## src/hw/rtl/jfd_pkg.sv

```systemverilog
// Shared types and constants for the JT808 frame deframer.
// Depends on nothing; every other file in this block imports it.
package jfd_pkg;

  localparam logic [7:0] FLAG_BYTE    = 8'h7e;
  localparam logic [7:0] ESC_BYTE     = 8'h7d;
  localparam logic [7:0] ESC_FOR_ESC  = 8'h01;
  localparam logic [7:0] ESC_FOR_FLAG = 8'h02;

  localparam int POS_W      = 11;
  localparam int LEN_W      = 10;
  localparam int ENC_BIT    = 10;
  localparam int SUBPKG_BIT = 13;

  // Frame positions, counted from 1 at the opening flag.
  localparam logic [POS_W-1:0] POS_HUNT      = 11'd0;
  localparam logic [POS_W-1:0] POS_FLAG      = 11'd1;
  localparam logic [POS_W-1:0] POS_ID_HI     = 11'd2;
  localparam logic [POS_W-1:0] POS_ID_LO     = 11'd3;
  localparam logic [POS_W-1:0] POS_PROPS_HI  = 11'd4;
  localparam logic [POS_W-1:0] POS_PROPS_LO  = 11'd5;
  localparam logic [POS_W-1:0] POS_TERM_0    = 11'd6;
  localparam logic [POS_W-1:0] POS_TERM_1    = 11'd7;
  localparam logic [POS_W-1:0] POS_TERM_2    = 11'd8;
  localparam logic [POS_W-1:0] POS_TERM_3    = 11'd9;
  localparam logic [POS_W-1:0] POS_TERM_4    = 11'd10;
  localparam logic [POS_W-1:0] POS_TERM_5    = 11'd11;
  localparam logic [POS_W-1:0] POS_SERIAL_HI = 11'd12;
  localparam logic [POS_W-1:0] POS_SERIAL_LO = 11'd13;
  localparam logic [POS_W-1:0] POS_COUNT_HI  = 11'd14;
  localparam logic [POS_W-1:0] POS_COUNT_LO  = 11'd15;
  localparam logic [POS_W-1:0] POS_INDEX_HI  = 11'd16;
  localparam logic [POS_W-1:0] POS_INDEX_LO  = 11'd17;
  // First position past the header (header length plus flag plus one).
  localparam logic [POS_W-1:0] SHORT_HDR_END = 11'd14;
  localparam logic [POS_W-1:0] LONG_HDR_END  = 11'd18;

  typedef enum logic [1:0] {
    KIND_BODY  = 2'd0,
    KIND_DONE  = 2'd1,
    KIND_ERROR = 2'd2
  } kind_t;

  // Bad escape shares code 0 with the "no error" value of other kinds.
  typedef enum logic [1:0] {
    ERR_BAD_ESCAPE = 2'd0,
    ERR_CHECKSUM   = 2'd1,
    ERR_NO_KEY     = 2'd2
  } err_t;

  typedef struct packed {
    kind_t       kind;
    logic [7:0]  body_byte;
    err_t        error_code;
    logic [15:0] message_id;
    logic [15:0] message_props;
    logic        body_encrypted;
    logic [15:0] serial_number;
    logic [15:0] package_count;
    logic [15:0] package_index;
    logic [47:0] terminal_bcd;
  } result_t;

  localparam int TDATA_FIELDS_W = 139;
  localparam int TDATA_W        = 144;

  localparam logic [0:0] REG_KEY_LOADED = 1'b0;

endpackage

```

## src/hw/rtl/jfd_cfg.sv

```systemverilog
// APB configuration register for the deframer: the key_loaded flag.
// Depends on jfd_pkg.
module jfd_cfg (
  input  logic        clk,
  input  logic        rst,
  input  logic        psel,
  input  logic        penable,
  input  logic        pwrite,
  input  logic [2:0]  paddr,
  input  logic [31:0] pwdata,
  output logic [31:0] prdata,
  output logic        pready,
  output logic        key_loaded
);
  import jfd_pkg::*;

  logic wr_en;
  logic hit;

  assign pready = 1'b1;
  assign hit    = (paddr[2] == REG_KEY_LOADED[0]);
  assign wr_en  = psel & penable & pwrite & pready & hit;

  always_ff @(posedge clk) begin
    if (rst) begin
      key_loaded <= 1'b0;
    end else if (wr_en) begin
      key_loaded <= pwdata[0];
    end
  end

  assign prdata = hit ? {31'd0, key_loaded} : 32'd0;

endmodule

```

## src/hw/rtl/jfd_parse.sv

```systemverilog
// Deframer state and per-byte decode: flag hunt, unescape, checksum,
// header capture and result generation. Depends on jfd_pkg.
module jfd_parse (
  input  logic             clk,
  input  logic             rst,
  input  logic             key_loaded,
  input  logic             in_accept,
  input  logic [7:0]       in_byte,
  output logic             res_valid,
  output jfd_pkg::result_t res
);
  import jfd_pkg::*;

  logic [POS_W-1:0] pos, pos_next;
  logic             esc, esc_next;
  logic [7:0]       xsum, xsum_next;
  logic             long_hdr, long_hdr_next;
  logic [15:0]      msg_id, msg_id_next;
  logic [15:0]      props, props_next;
  logic [47:0]      term, term_next;
  logic [15:0]      serial, serial_next;
  logic [15:0]      pkg_count, pkg_count_next;
  logic [15:0]      pkg_index, pkg_index_next;

  logic             step;
  logic             fail;
  err_t             fail_code;
  logic             open;
  logic [7:0]       ch;
  logic [POS_W-1:0] hdr_end;
  logic             hit_valid;
  kind_t            hit_kind;
  logic [7:0]       hit_body;

  always_comb begin
    pos_next       = pos;
    esc_next       = esc;
    xsum_next      = xsum;
    long_hdr_next  = long_hdr;
    msg_id_next    = msg_id;
    props_next     = props;
    term_next      = term;
    serial_next    = serial;
    pkg_count_next = pkg_count;
    pkg_index_next = pkg_index;
    step      = 1'b0;
    fail      = 1'b0;
    fail_code = ERR_BAD_ESCAPE;
    open      = 1'b0;
    ch        = in_byte;
    hdr_end   = long_hdr ? LONG_HDR_END : SHORT_HDR_END;
    hit_valid = 1'b0;
    hit_kind  = KIND_BODY;
    hit_body  = 8'd0;

    if (pos == POS_HUNT) begin
      open = (in_byte == FLAG_BYTE);
    end else if (pos == POS_FLAG && !esc && in_byte == FLAG_BYTE) begin
      // skip repeated opening flags
    end else if (esc) begin
      esc_next = 1'b0;
      if (in_byte == ESC_FOR_ESC) begin
        ch   = ESC_BYTE;
        step = 1'b1;
      end else if (in_byte == ESC_FOR_FLAG) begin
        ch   = FLAG_BYTE;
        step = 1'b1;
      end else begin
        fail      = 1'b1;
        fail_code = ERR_BAD_ESCAPE;
      end
    end else if (in_byte == ESC_BYTE) begin
      esc_next = 1'b1;
    end else begin
      step = 1'b1;
    end

    if (step) begin
      xsum_next = xsum ^ ch;
      pos_next  = pos + 1'b1;
      if (pos_next < hdr_end) begin
        unique case (pos_next)
          POS_ID_HI:     msg_id_next = {ch, 8'd0};
          POS_ID_LO:     msg_id_next = {msg_id[15:8], ch};
          POS_PROPS_HI:  props_next  = {ch, 8'd0};
          POS_PROPS_LO: begin
            props_next = {props[15:8], ch};
            if (props_next[ENC_BIT] && !key_loaded) begin
              fail      = 1'b1;
              fail_code = ERR_NO_KEY;
            end else if (props_next[SUBPKG_BIT]) begin
              long_hdr_next = 1'b1;
            end
          end
          POS_TERM_0:    term_next[47:40] = ch;
          POS_TERM_1:    term_next[39:32] = ch;
          POS_TERM_2:    term_next[31:24] = ch;
          POS_TERM_3:    term_next[23:16] = ch;
          POS_TERM_4:    term_next[15:8]  = ch;
          POS_TERM_5:    term_next[7:0]   = ch;
          POS_SERIAL_HI: serial_next    = {ch, 8'd0};
          POS_SERIAL_LO: serial_next    = {serial[15:8], ch};
          POS_COUNT_HI:  pkg_count_next = {ch, 8'd0};
          POS_COUNT_LO:  pkg_count_next = {pkg_count[15:8], ch};
          POS_INDEX_HI:  pkg_index_next = {ch, 8'd0};
          POS_INDEX_LO:  pkg_index_next = {pkg_index[15:8], ch};
          default: ;
        endcase
      end else if (pos_next == hdr_end + {1'b0, props[LEN_W-1:0]}) begin
        // checksum byte closes the frame
        if (xsum_next != 8'd0) begin
          fail      = 1'b1;
          fail_code = ERR_CHECKSUM;
        end else begin
          hit_valid = 1'b1;
          hit_kind  = KIND_DONE;
          pos_next  = POS_HUNT;
        end
      end else begin
        hit_valid = 1'b1;
        hit_kind  = KIND_BODY;
        hit_body  = ch;
      end
    end

    // After an error, drop to hunting and look at this same byte again.
    if (fail) begin
      pos_next = POS_HUNT;
      esc_next = 1'b0;
      open     = (in_byte == FLAG_BYTE);
    end

    res_valid          = hit_valid | fail;
    res.kind           = fail ? KIND_ERROR : hit_kind;
    res.body_byte      = fail ? 8'd0 : hit_body;
    res.error_code     = fail ? fail_code : ERR_BAD_ESCAPE;
    res.message_id     = msg_id_next;
    res.message_props  = props_next;
    res.body_encrypted = props_next[ENC_BIT];
    res.serial_number  = serial_next;
    res.package_count  = pkg_count_next;
    res.package_index  = pkg_index_next;
    res.terminal_bcd   = term_next;

    if (open) begin
      pos_next       = POS_FLAG;
      esc_next       = 1'b0;
      xsum_next      = 8'd0;
      long_hdr_next  = 1'b0;
      pkg_count_next = 16'd0;
      pkg_index_next = 16'd0;
    end
  end

  always_ff @(posedge clk) begin
    if (rst) begin
      pos       <= POS_HUNT;
      esc       <= 1'b0;
      xsum      <= 8'd0;
      long_hdr  <= 1'b0;
      msg_id    <= 16'd0;
      props     <= 16'd0;
      term      <= 48'd0;
      serial    <= 16'd0;
      pkg_count <= 16'd0;
      pkg_index <= 16'd0;
    end else if (in_accept) begin
      pos       <= pos_next;
      esc       <= esc_next;
      xsum      <= xsum_next;
      long_hdr  <= long_hdr_next;
      msg_id    <= msg_id_next;
      props     <= props_next;
      term      <= term_next;
      serial    <= serial_next;
      pkg_count <= pkg_count_next;
      pkg_index <= pkg_index_next;
    end
  end

  // An escape can only be pending inside a frame.
  a_esc_in_frame: assert property (@(posedge clk) disable iff (rst)
    esc |-> (pos != POS_HUNT))
    else $error("escape pending while hunting");

  // Position never runs past the longest legal frame.
  a_pos_bound: assert property (@(posedge clk) disable iff (rst)
    pos <= LONG_HDR_END + 11'd1023)
    else $error("frame position out of range");

endmodule

```

## src/hw/rtl/jfd_outq.sv

```systemverilog
// Two-entry result queue between the decoder and the master stream side.
// Depends on jfd_pkg.
module jfd_outq (
  input  logic             clk,
  input  logic             rst,
  input  logic             push,
  input  jfd_pkg::result_t push_data,
  output logic             full,
  output logic             out_valid,
  input  logic             out_ready,
  output jfd_pkg::result_t out_data
);
  import jfd_pkg::*;

  result_t    q [2];
  logic       wr_ptr;
  logic       rd_ptr;
  logic [1:0] cnt;
  logic       pop;

  assign full      = (cnt == 2'd2);
  assign out_valid = (cnt != 2'd0);
  assign pop       = out_valid & out_ready;
  assign out_data  = q[rd_ptr];

  always_ff @(posedge clk) begin
    if (push) begin
      q[wr_ptr] <= push_data;
    end
  end

  always_ff @(posedge clk) begin
    if (rst) begin
      wr_ptr <= 1'b0;
      rd_ptr <= 1'b0;
      cnt    <= 2'd0;
    end else begin
      if (push) wr_ptr <= ~wr_ptr;
      if (pop)  rd_ptr <= ~rd_ptr;
      cnt <= cnt + {1'b0, push} - {1'b0, pop};
    end
  end

  a_no_overflow: assert property (@(posedge clk) disable iff (rst)
    !(push && full))
    else $error("result pushed into full queue");

  a_cnt_bound: assert property (@(posedge clk) disable iff (rst)
    cnt <= 2'd2)
    else $error("queue count out of range");

  a_drain: assert property (@(posedge clk) disable iff (rst)
    (pop && !push && cnt == 2'd1) |=> !out_valid)
    else $error("queue still valid after last entry taken");

endmodule

```

## src/hw/rtl/jt808_frame_deframer_top.sv

```systemverilog
// JT808 frame deframer, top level: APB register, decoder and result queue.
// Depends on jfd_pkg, jfd_cfg, jfd_parse and jfd_outq.
//
// Takes one received byte per cycle on the slave stream and reports body
// bytes, frame-complete and error results on the master stream. Every byte
// is decoded in the cycle it is accepted and its result, if any, is registered
// and reaches m_tdata in order. A two-entry result queue decouples the
// sides: s_tready drops only while both entries hold results not yet taken,
// so with m_tready high the block sustains one byte per cycle. Write
// key_loaded (address 0) only while the stream is idle.
module jt808_frame_deframer_top (
  input  logic         clk,
  input  logic         rst,
  // slave stream
  input  logic         s_tvalid,
  output logic         s_tready,
  input  logic [7:0]   s_tdata,   // [7:0] raw_byte
  // master stream
  output logic         m_tvalid,
  input  logic         m_tready,
  // [7:0] body_byte, [9:8] error_code, [25:10] message_id,
  // [41:26] message_props, [42] body_encrypted, [58:43] serial_number,
  // [74:59] package_count, [90:75] package_index, [138:91] terminal_bcd,
  // [143:139] zero
  output logic [143:0] m_tdata,
  output logic [1:0]   m_tuser,   // [1:0] kind
  // configuration
  input  logic         psel,
  input  logic         penable,
  input  logic         pwrite,
  input  logic [2:0]   paddr,
  input  logic [31:0]  pwdata,
  output logic [31:0]  prdata,
  output logic         pready
);
  import jfd_pkg::*;

  logic    key_loaded;
  logic    in_accept;
  logic    res_valid;
  result_t res;
  logic    q_full;
  result_t q_data;

  jfd_cfg u_cfg (
    .clk        (clk),
    .rst        (rst),
    .psel       (psel),
    .penable    (penable),
    .pwrite     (pwrite),
    .paddr      (paddr),
    .pwdata     (pwdata),
    .prdata     (prdata),
    .pready     (pready),
    .key_loaded (key_loaded)
  );

  assign s_tready  = ~q_full;
  assign in_accept = s_tvalid & s_tready;

  jfd_parse u_parse (
    .clk        (clk),
    .rst        (rst),
    .key_loaded (key_loaded),
    .in_accept  (in_accept),
    .in_byte    (s_tdata),
    .res_valid  (res_valid),
    .res        (res)
  );

  jfd_outq u_outq (
    .clk       (clk),
    .rst       (rst),
    .push      (in_accept & res_valid),
    .push_data (res),
    .full      (q_full),
    .out_valid (m_tvalid),
    .out_ready (m_tready),
    .out_data  (q_data)
  );

  assign m_tuser = q_data.kind;
  assign m_tdata = {{(TDATA_W - TDATA_FIELDS_W){1'b0}},
                    q_data.terminal_bcd,
                    q_data.package_index,
                    q_data.package_count,
                    q_data.serial_number,
                    q_data.body_encrypted,
                    q_data.message_props,
                    q_data.message_id,
                    q_data.error_code,
                    q_data.body_byte};

endmodule

```

## config.mk

```make
export PLATFORM = sky130hd
export DESIGN_NAME = jt808_frame_deframer_top
export DESIGN_NICKNAME = d
export VERILOG_FILES = /design/src/hw/rtl/jfd_pkg.sv /design/src/hw/rtl/jfd_cfg.sv /design/src/hw/rtl/jfd_parse.sv /design/src/hw/rtl/jfd_outq.sv /design/src/hw/rtl/jt808_frame_deframer_top.sv
export SDC_FILE = /design/constraint.sdc
export NUM_CORES = 1
export LEC_CHECK = 0
export BUFFER_PORTS_ARGS = -buffer_cell sky130_fd_sc_hd__clkbuf_2
export CORE_MARGIN = 5
export CORE_UTILIZATION = 35
export DETAILED_ROUTE_END_ITERATION = 7
export SLEW_MARGIN = 15
export SYNTH_ARGS = -nofsm -noshare
export SYNTH_HDL_FRONTEND = slang
export SYNTH_SLANG_ARGS = --single-unit
```

## constraint.sdc

```tcl
create_clock -name clk -period 19.74 [get_ports clk]
set_input_delay 1.974 -clock clk [delete_from_list [all_inputs] [get_ports clk]]
set_output_delay 1.974 -clock clk [all_outputs]
set_load 0.02 [all_outputs]
```

==> qor.yml, run 1 <==
clock_tree:
  numCtsBuffers: 45
  postCtsSetupRepairBufs: 0
  path_clk_slew_ns: 0.06
  post_cts_resize_count: 0
  cts_hold_buffers: 0
  clockBufferDepth: 3
  cts_sinks: 435
  cts_tree: "done"
  cts_max_level: 2
  cts-root-buf: "clkbuf_16"
  clkLatencyLatePin_ns: 0.58
detailed_routing:
  dr_total_vias: 12772
  vias_per_cell: 5.24
  drt_iter0_drc: 980
  wirelength_mm: 49.9
  drcViolationCount: 0
  first_pass_iters: 6
  routedWlPerCell_um: 20.5
  drtAntennaViolNets: 0
critical_path:
  worstPathRequired_ns: 19.94
  worstPathArrival_ns: 6.20
  crit_path_end: "u_outq.q[0][70]"
  critPathKind: "in2reg"
  cp_max_fo: 54
  r2r_setup_slack_ns: 13.80
  worstSetupStartpointType: "input pin"
  worst-r2r-cell-count: 13
  r2r_end: "u_outq.q[0][70]"
  reg2reg_from: "u_parse.pos[0]"
  critPathLaunch: "s_tdata[0]"
  end_kind: "register"
layout:
  final_common_cell: "edfxtp_1"
  final_cell_mix: "280 x edfxtp_1, 223 x nand2_1, 159 x clkbuf_2"
  syn2layout_area_growth_pct: 13.4
  fin_nets: 1767
  fill_cells: 5121
  final_area_um2: 21700
  stdcell_count: 2436
  drive_above_1_share: 0.265
synthesis:
  yosys.area.top_type: "edfxtp_1"
  synth_top_area_share: 0.439
  ys_types: 98
  avgSynthCellArea_um2: 12.1
  ys_seq_elements: 435
  synthCells: 1578
  synth.area.top_cells: "edfxtp_1 44%, dfxtp_1 16%, mux2_2 8.7%, nand2_1 4.4%, a22o_1 2.9%"
  synth_flop_cell: "edfxtp_1"
  syn_area_um2: 19200
  synthArstFlopShare: 0
  yosysSeqAreaShare: 0.601
  synth_edf_count: 280
  synth_warnings: 0
job:
  maxCapViolCount: 0
die:
  core_um2: 54000
  ios: 231
  die_area_um2: 59500
  initial_utilization: 0.355
  num_rows: 85
  dieHeight_um: 244
  die_w_um: 244
power_and_ir_drop:
  intPower_w: 0.00143
  powerDensity_nw_per_um2: 84.0
  clkPwrFrac: 0.448
  p_leak_nw: 7.69
  vdd.ir_drop.worst_uv: 54.9
  swShare: 0.215
  pwr-share-seq: 0.526
  switching_power_w: 0.000392
  power_frac_comb: 0.026
timing:
  rsz0062_at_grt: "false"
  slew_viol_final: 0
  worstMarginPinSlew_ns: 1.16
  fin_skew_ns: 0.0181
  hold_ws_ns: 0.454
  finalHoldViolCount: 0
  timing.final.ws_setup_ns: 13.74
  fmaxAchievable_mhz: 167
  setup_violations: 0
  slew_headroom: 0.228
  period_share: 0.304
  fin_crit_ns: 6.00
  timing.setup.tns_ns: 0
placement:
  place_ws_ns: 13.16
  dp_hpwl_mm: 31.9
  place_area_um2: 20300
  gp_congestion: 0.863
  dpl.cell_count: 2351
  portBuffers: 160
worst_hold_path:
  hold_path.class: "reg2reg"
global_route:
  grt_overflow: 0
  globalRouteTotalUtil: 0.163
  grt_antenna_before_repair: 1
  grt_max_degree: 75
  grt_pass1_wl_mm: 76.2
  grt_pass1_vias: 12637
run_status:
  status: "completed"
==> cells in the mapped netlist, types with 21 or more instances <==
master,count
edfxtp_1,280
nand2_1,223
dfxtp_1,155
mux2_2,148
nor2_1,102
a21oi_1,75
o21ai_0,66
a22o_1,64
clkbuf_1,56
buf_4,40
a22oi_1,31
nor3_1,24
nand3_1,21
==> worst min path at each step <==
stage / from / end / slack (ns) / cells after the start
2_1_floorplan: u_parse.term[42] / u_parse.term[42] / 0.43 / 2
3_3_place_gp: u_parse.term[46] / u_parse.term[46] / 0.44 / 2
3_5_place_dp: u_parse.term[24] / u_parse.term[24] / 0.45 / 2
4_1_cts: u_parse.term[33] / u_parse.term[33] / 0.45 / 2
5_1_grt: u_parse.term[26] / u_parse.term[26] / 0.47 / 2
6_report: u_parse.term[19] / u_parse.term[19] / 0.45 / 2
==> area by class of cell <==
cell class	count	area, um^2	share of cell area
antenna	1	2.50	0.000115
clock buffer	65	1310	0.0604
clock inverter	19	129	0.00593
inverter	16	60.1	0.00276
multi-input combinational	1025	6890	0.317
sequential	435	11500	0.530
tap	696	871	0.0401
timing repair buffer	179	946	0.0435
==> cells by family (layout without fill, tap and decap cells) <==
family,after synthesis,after routing,share of synthesized area
other,2,38,0.000392
AND/OR/NAND/NOR,462,462,0.115
AO/OA/AOI/OAI,330,330,0.121
buffers and inverters,153,279,0.0476
XOR/XNOR,30,30,0.0166
adder cells (fa/ha/maj),15,15,0.0102
flip-flops,435,435,0.601
multiplexers,151,151,0.0892
==> metal layers <==
metal | vias up | part of all wire | GRT usage
li1 | 5977 | - | -
met1 | 6313 | 0.44 | 0.218
met2 | 400 | 0.48 | 0.271
met3 | 82 | 0.056 | 0.0300
met4 | 0 | 0.029 | 0.0514
met5 | - | 0 | 0
==> metrics by stage <==
stage               utilization  power, W
floorplan                     -   0.00102
global placement          0.375   0.00103
detailed placement        0.375   0.00103
CTS                       0.402   0.00185
global route              0.402   0.00189
finish                    0.402   0.00183
==> critical path, stage by stage <==
cell	delay (ns)
clkbuf_2	0.07
buf_4	0.34
and2b_2	0.27
a41oi_1	0.30
o221ai_2	0.26
nor3_2	0.65
a21o_2	0.31
o21ai_0	0.34
nor2_4	0.20
buf_4	0.60
buf_4	0.77
==> state kept, by name, summed over array words and instances (netlist names), named ones only <==
name and count:
u_outq.q 280, u_parse.term 48, u_parse.msg_id 16, u_parse.pkg_count 16, u_parse.pkg_index 16, u_parse.props 16, u_parse.serial 16, u_parse.pos 11
u_parse.xsum 8, u_outq.cnt 2, u_cfg.key_loaded 1, u_outq.rd_ptr 1, u_outq.wr_ptr 1, u_parse.esc 1, u_parse.long_hdr 1
==> power by group through the flow <==
| stage | logic [W] | registers (W) | clock network, W |
|---|---|---|---|
| 6_report | 0.0000475 | 0.000961 | 0.000817 |
| 5_1_grt | 0.0000507 | 0.000960 | 0.000884 |
| 4_1_cts | 0.0000477 | 0.000960 | 0.000839 |
| 3_5_place_dp | 0.0000476 | 0.000980 | 0 |
| 3_3_place_gp | 0.0000469 | 0.000980 | 0 |
| 2_1_floorplan | 0.0000372 | 0.000980 | 0 |
Power figures use the tool's default switching activity.
==> run 2, diff against run 1 <==
--- a/config.mk
+++ b/config.mk
@@ -5,6 +5,7 @@
 export SDC_FILE = /design/constraint.sdc
 export NUM_CORES = 1
 export LEC_CHECK = 0
+export ABC_AREA = 1
 export BUFFER_PORTS_ARGS = -buffer_cell sky130_fd_sc_hd__clkbuf_2
 export CORE_MARGIN = 5
 export CORE_UTILIZATION = 35
==> constraint.sdc (replaced) <==
create_clock -name clk -period 5.2 [get_ports clk]
set_input_delay 0.52 -clock clk [delete_from_list [all_inputs] [get_ports clk]]
set_output_delay 0.52 -clock clk [all_outputs]
set_load 0.02 [all_outputs]
==> qor.yml, run 2 <==
detailed_routing:
  dr_total_vias: 13841
  vias_per_cell: 4.97
  wirelength_mm: 50.2
  drt_iter0_drc: 1146
  routedWlPerCell_um: 18.0
  first_pass_iters: 7
  drcViolationCount: 0
  drtAntennaViolNets: 0
layout:
  drive_above_1_share: 0.201
  top_regs: "u_outq.q: 280 flops, u_parse.term: 48 flops"
  final_common_cell: "edfxtp_1"
  diodes: 0
  fin_nets: 2108
  largest_reg_flops: 280
  final_cell_mix: "280 x edfxtp_1, 266 x nand2_1, 252 x inv_1"
  top_register: "u_outq.q"
  syn2layout_area_growth_pct: 14.7
  final_area_um2: 22100
clock_tree:
  postCtsSetupRepairBufs: 0
  cts_sinks: 435
  post_cts_resize_count: 0
  cts-root-buf: "clkbuf_16"
  numCtsBuffers: 47
  cts_max_level: 2
  clkLatencyLatePin_ns: 0.58
  cts_hold_buffers: 0
  clockBufferDepth: 3
  cts_tree: "done"
  path_clk_slew_ns: 0.06
die:
  num_rows: 86
  ios: 231
  initial_utilization: 0.351
  die_w_um: 245
  core_um2: 54900
  die_area_um2: 59900
  dieHeight_um: 245
synthesis:
  synth_warnings: 0
  synth_edf_count: 280
  synthCells: 1905
  synthArstFlopShare: 0
  yosys-top-cells-count: "280 x edfxtp_1, 267 x nand2_1, 253 x inv_1"
  yosys.area.top_type: "edfxtp_1"
  synth.most_common_cell: "edfxtp_1"
  synth_flop_cell: "edfxtp_1"
  syn_area_um2: 19300
  synth_top_area_share: 0.436
  ys_seq_elements: 435
  synth.area.top_cells: "edfxtp_1 44%, dfxtp_1 16%, mux2_2 8.2%, nand2_1 5.2%, inv_1 4.9%"
  ys_types: 43
  avgSynthCellArea_um2: 10.1
  yosysSeqAreaShare: 0.597
timing:
  worstMarginPinSlew_ns: 1.05
  finalHoldViolCount: 0
  rsz0062_at_grt: "false"
  slew_headroom: 0.297
  setup_violations: 0
  slew_viol_final: 0
  fin_skew_ns: 0.0196
  period_share: 0.820
  fin_crit_ns: 4.26
  fmaxAchievable_mhz: 235
  timing.setup.tns_ns: 0
  hold_ws_ns: 0.199
power_and_ir_drop:
  vdd.ir_drop.worst_uv: 257
  p_leak_nw: 9.09
  powerDensity_nw_per_um2: 575
  power_w: 0.0127
critical_path:
  end_kind: "register"
  cp_cell_sequence: "ha_1, nand2_1, nand2_1, inv_1, ha_1, a21oi_1, nor2_1, o21ai_0, nand2_1, nor2_2, nand3_2, inv_2, nand3_1, o21ai_0, o21ai_0, inv_1"
  worstPathArrival_ns: 4.77
  cp_max_fo: 16
  worstPathRequired_ns: 5.71
  critPathMaxStageDelay_ns: 0.66
  worstSetupStartpointType: "register"
  critPathKind: "reg2reg"
  cp_slowest_cell: "o21ai_0"
placement:
  gp_congestion: 0.916
  dp_hpwl_mm: 33.0
  portBuffers: 160
  place_area_um2: 20600
global_route:
  grt_antenna_before_repair: 0
  grt_overflow: 0
  grt_pass1_wl_mm: 76.8
  grt_pass1_vias: 13363
  grt_max_degree: 92
  globalRouteTotalUtil: 0.163
worst_hold_path:
  hold_path.class: "in2reg"
run_status:
  status: "completed"
job:
  maxCapViolCount: 0
-- run 2: cell count changes after synthesis, sizes merged, moves of 14 or more --
cell,before,now
nand2,225,270
a22oi,31,4
o22ai,3,48
nor3,29,7
nor2,103,169
a22o,72,0
nand3,21,112
inv,16,255
xnor2,18,4
o21ai,84,182
a21oi,75,115
-- run 2: layout make-up --
cell class | instances | area, um^2
clock inverters | 23 | 181
flip-flops and latches | 435 | 11500
multi-input cells | 1126 | 6300
clock buffers | 65 | 1290
fillers | 5294 | 32800
repair buffers | 177 | 981
inverters | 256 | 965
well taps | 704 | 881
-- run 2: metal layers --
layer | up-vias | part of all wire | GRT usage | routed length [um]
met4 | 0 | 0.038 | 0.0629 | 1890
met3 | 102 | 0.065 | 0.0330 | 3240
met1 | 6625 | 0.42 | 0.211 | 21300
met5 | - | 0 | 0 | 0
met2 | 455 | 0.47 | 0.269 | 23700
li1 | 6659 | - | - | -
-- run 2: power breakdown --
part	switching (W)	total, W	internal [W]
clock	0.00136	0.00321	0.00185
sequential	0.000315	0.00514	0.00482
combinational	0.00295	0.00437	0.00142
-- run 2: per-stage QoR --
stage / setup slack [ns] / util / std cells
6_report: 0.937 / 0.403 / 2786
4_1_cts: 1.04 / 0.403 / 2786
5_1_grt: 0.569 / 0.403 / 2786
3_5_place_dp: 1.09 / 0.376 / 2698
2_1_floorplan: 0.262 / - / 1940
3_3_place_gp: 1.14 / 0.376 / 2698
-- run 2: cells by family after synthesis --
kind of cell    Yosys count  share of synthesized area
compound gates          354                     0.0982
xor+xnor                  7                    0.00318
fa+ha+maj                15                     0.0101
buf+inv                 379                     0.0835
flops                   435                      0.597
mux                     140                     0.0818
other cells               2                   0.000390
simple gates            573                      0.126
-- run 2: worst max-delay path: cells and delay by family (launching register included) --
family          cells  cell delay, ns
compound gates      4            1.09
flops               1            0.50
fa+ha+maj           2            0.65
simple gates        7            1.41
buf+inv             3            0.52
-- run 2: final timing paths --
path,startpoint,to,slack [ns],cells past startpoint
max,u_parse.pos[0],u_parse.term[24],0.94,16
min reg2reg,u_outq.rd_ptr,register,0.45,1
max reg2reg,u_parse.pos[0],u_parse.term[24],0.94,16
min,pwdata[0],u_cfg.key_loaded,0.20,2
==> run 3, diff against run 2 <==
--- a/config.mk
+++ b/config.mk
@@ -5,7 +5,7 @@
 export SDC_FILE = /design/constraint.sdc
 export NUM_CORES = 1
 export LEC_CHECK = 0
-export ABC_AREA = 1
+export ABC_AREA = 0
 export BUFFER_PORTS_ARGS = -buffer_cell sky130_fd_sc_hd__clkbuf_2
 export CORE_MARGIN = 5
 export CORE_UTILIZATION = 35
==> constraint.sdc (replaced) <==
create_clock -name clk -period 3.6 [get_ports clk]
set_input_delay 0.36 -clock clk [delete_from_list [all_inputs] [get_ports clk]]
set_output_delay 0.36 -clock clk [all_outputs]
set_load 0.02 [all_outputs]
==> qor.yml, run 3 (synthesis gave the netlist of run 1 again) <==
power_and_ir_drop:
  powerDensity_nw_per_um2: 456
  power_w: 0.0103
  p_leak_nw: 8.19
  vdd.ir_drop.worst_uv: 375
worst_hold_path:
  hold_path.class: "in2reg"
  hold-path-cell-count: 3
  min-delay-start: "pwdata[0]"
timing:
  rsz0062_at_grt: "false"
  fin_skew_ns: 0.0243
  slew_headroom: 0.501
  fmaxAchievable_mhz: 289
  period_share: 0.961
  fin_crit_ns: 3.46
  timing.final.ws_setup_ns: 0.139
  hold_ws_ns: 0.0328
  slew_viol_final: 0
  worstMarginPinSlew_ns: 0.748
  finalHoldViolCount: 0
  setup_violations: 0
clock_tree:
  cts_sinks: 435
  cts_tree: "done"
  path_clk_slew_ns: 0.06
  cts-root-buf: "clkbuf_16"
  cts_max_level: 2
  clockBufferDepth: 3
  cts_hold_buffers: 0
  clkLatencyLatePin_ns: 0.60
  numCtsBuffers: 47
  postCtsSetupRepairBufs: 0
placement:
  place_ws_ns: 0.152
  dpl.cell_count: 2415
  dp_hpwl_mm: 32.9
  gp_congestion: 0.888
  portBuffers: 160
layout:
  syn2layout_area_growth_pct: 17.8
  largest_reg_flops: 280
  final_cell_mix: "280 x edfxtp_1, 223 x nand2_1, 159 x clkbuf_2"
  top_register: "u_outq.q"
  multiInputGateArea_um2: 6990
  stdcell_count: 2504
  seqCellArea_um2: 11500
  drive_above_1_share: 0.298
  top_regs: "u_outq.q: 280 flops, u_parse.term: 48 flops"
  final_common_cell: "edfxtp_1"
  fin_nets: 1833
  fill_cells: 5022
critical_path:
  critPathKind: "reg2reg"
  critPathLaunch: "u_parse.long_hdr"
  reg2reg_from: "u_parse.long_hdr"
  cp_max_fo: 32
  worstPathArrival_ns: 3.93
  worstPathRequired_ns: 4.07
  end_kind: "register"
  worst-r2r-cell-count: 12
  worstSetupStartpointType: "register"
global_route:
  grt_overflow: 0
  grt_pass1_vias: 12736
  grt_pass1_wl_mm: 77.0
  globalRouteTotalUtil: 0.164
  grt_antenna_before_repair: 2
  grt_max_degree: 73
die:
  num_rows: 85
  ios: 231
  core_um2: 54000
  die_area_um2: 59500
  die_w_um: 244
  dieHeight_um: 244
  initial_utilization: 0.355
detailed_routing:
  routedWlPerCell_um: 20.1
  vias_per_cell: 5.20
  wirelength_mm: 50.4
  first_pass_iters: 7
  dr_total_vias: 13025
  drcViolationCount: 0
  drt_iter0_drc: 1002
  drtAntennaViolNets: 0
job:
  maxCapViolCount: 0
run_status:
  status: "completed"
==> run 3: layout make-up <==
cell class,instances,area share
Sequential cell,435,0.510
Timing Repair Buffer,243,0.0704
Multi-Input combinational cell,1025,0.309
Tap cell,696,0.0386
Clock buffer,62,0.0582
Inverter,16,0.00266
Antenna cell,1,0.000111
Clock inverter,26,0.0105
==> run 3: path summary, 6_finish.rpt <==
kind	endpoint	slack (ns)
setup / recovery	u_parse.pkg_index[2]	0.14
hold / removal	u_cfg.key_loaded	0.03
setup reg to reg	u_parse.pkg_index[2]	0.14
hold reg to reg	u_parse.term[45]	0.45
==> run 3: timing repair <==
item,in CTS,in global routing
setup endpoints to repair,0,37
gates resized for setup,0,5
endpoints found under the hold margin,0,0
==> run 3: through the flow <==
stage,area [um^2],utilization,TNS [ns]
floorplan,19400,-,-318.78
global route,22600,0.418,0
finish,22600,0.418,0
global placement,21000,0.389,0
detailed placement,21000,0.389,0
CTS,22600,0.418,0
==> run 3: critical path: stages, from the launching register on <==
cell      delay (ns)
dfxtp_1         0.39
inv_1           0.16
fa_1            0.43
xor2_1          0.19
xnor3_1         0.24
or4_1           0.45
nor3_1          0.18
and4bb_2        0.29
and4_4          0.28
nor3_4          0.08
o21a_1          0.20
buf_12          0.17
a32o_1          0.27
==> run 3: power by group <==
group          switching, W  leakage, nW  internal (W)  total (W)
Combinational      0.000215         3.55     0.0000537   0.000269
Clock               0.00202        0.762       0.00274    0.00476
Sequential       0.00000549         3.88       0.00526    0.00527
Total               0.00224         8.19       0.00806     0.0103
==> run 3: metal layers <==
metal  vias to the layer above  routed length [um]  global-route usage
li1                       6114                   -                   -
met1                      6444               22300               0.224
met2                       386               24000               0.273
met3                        81                2950              0.0276
met4                         0                1180              0.0412
met5                         -                   0                   0
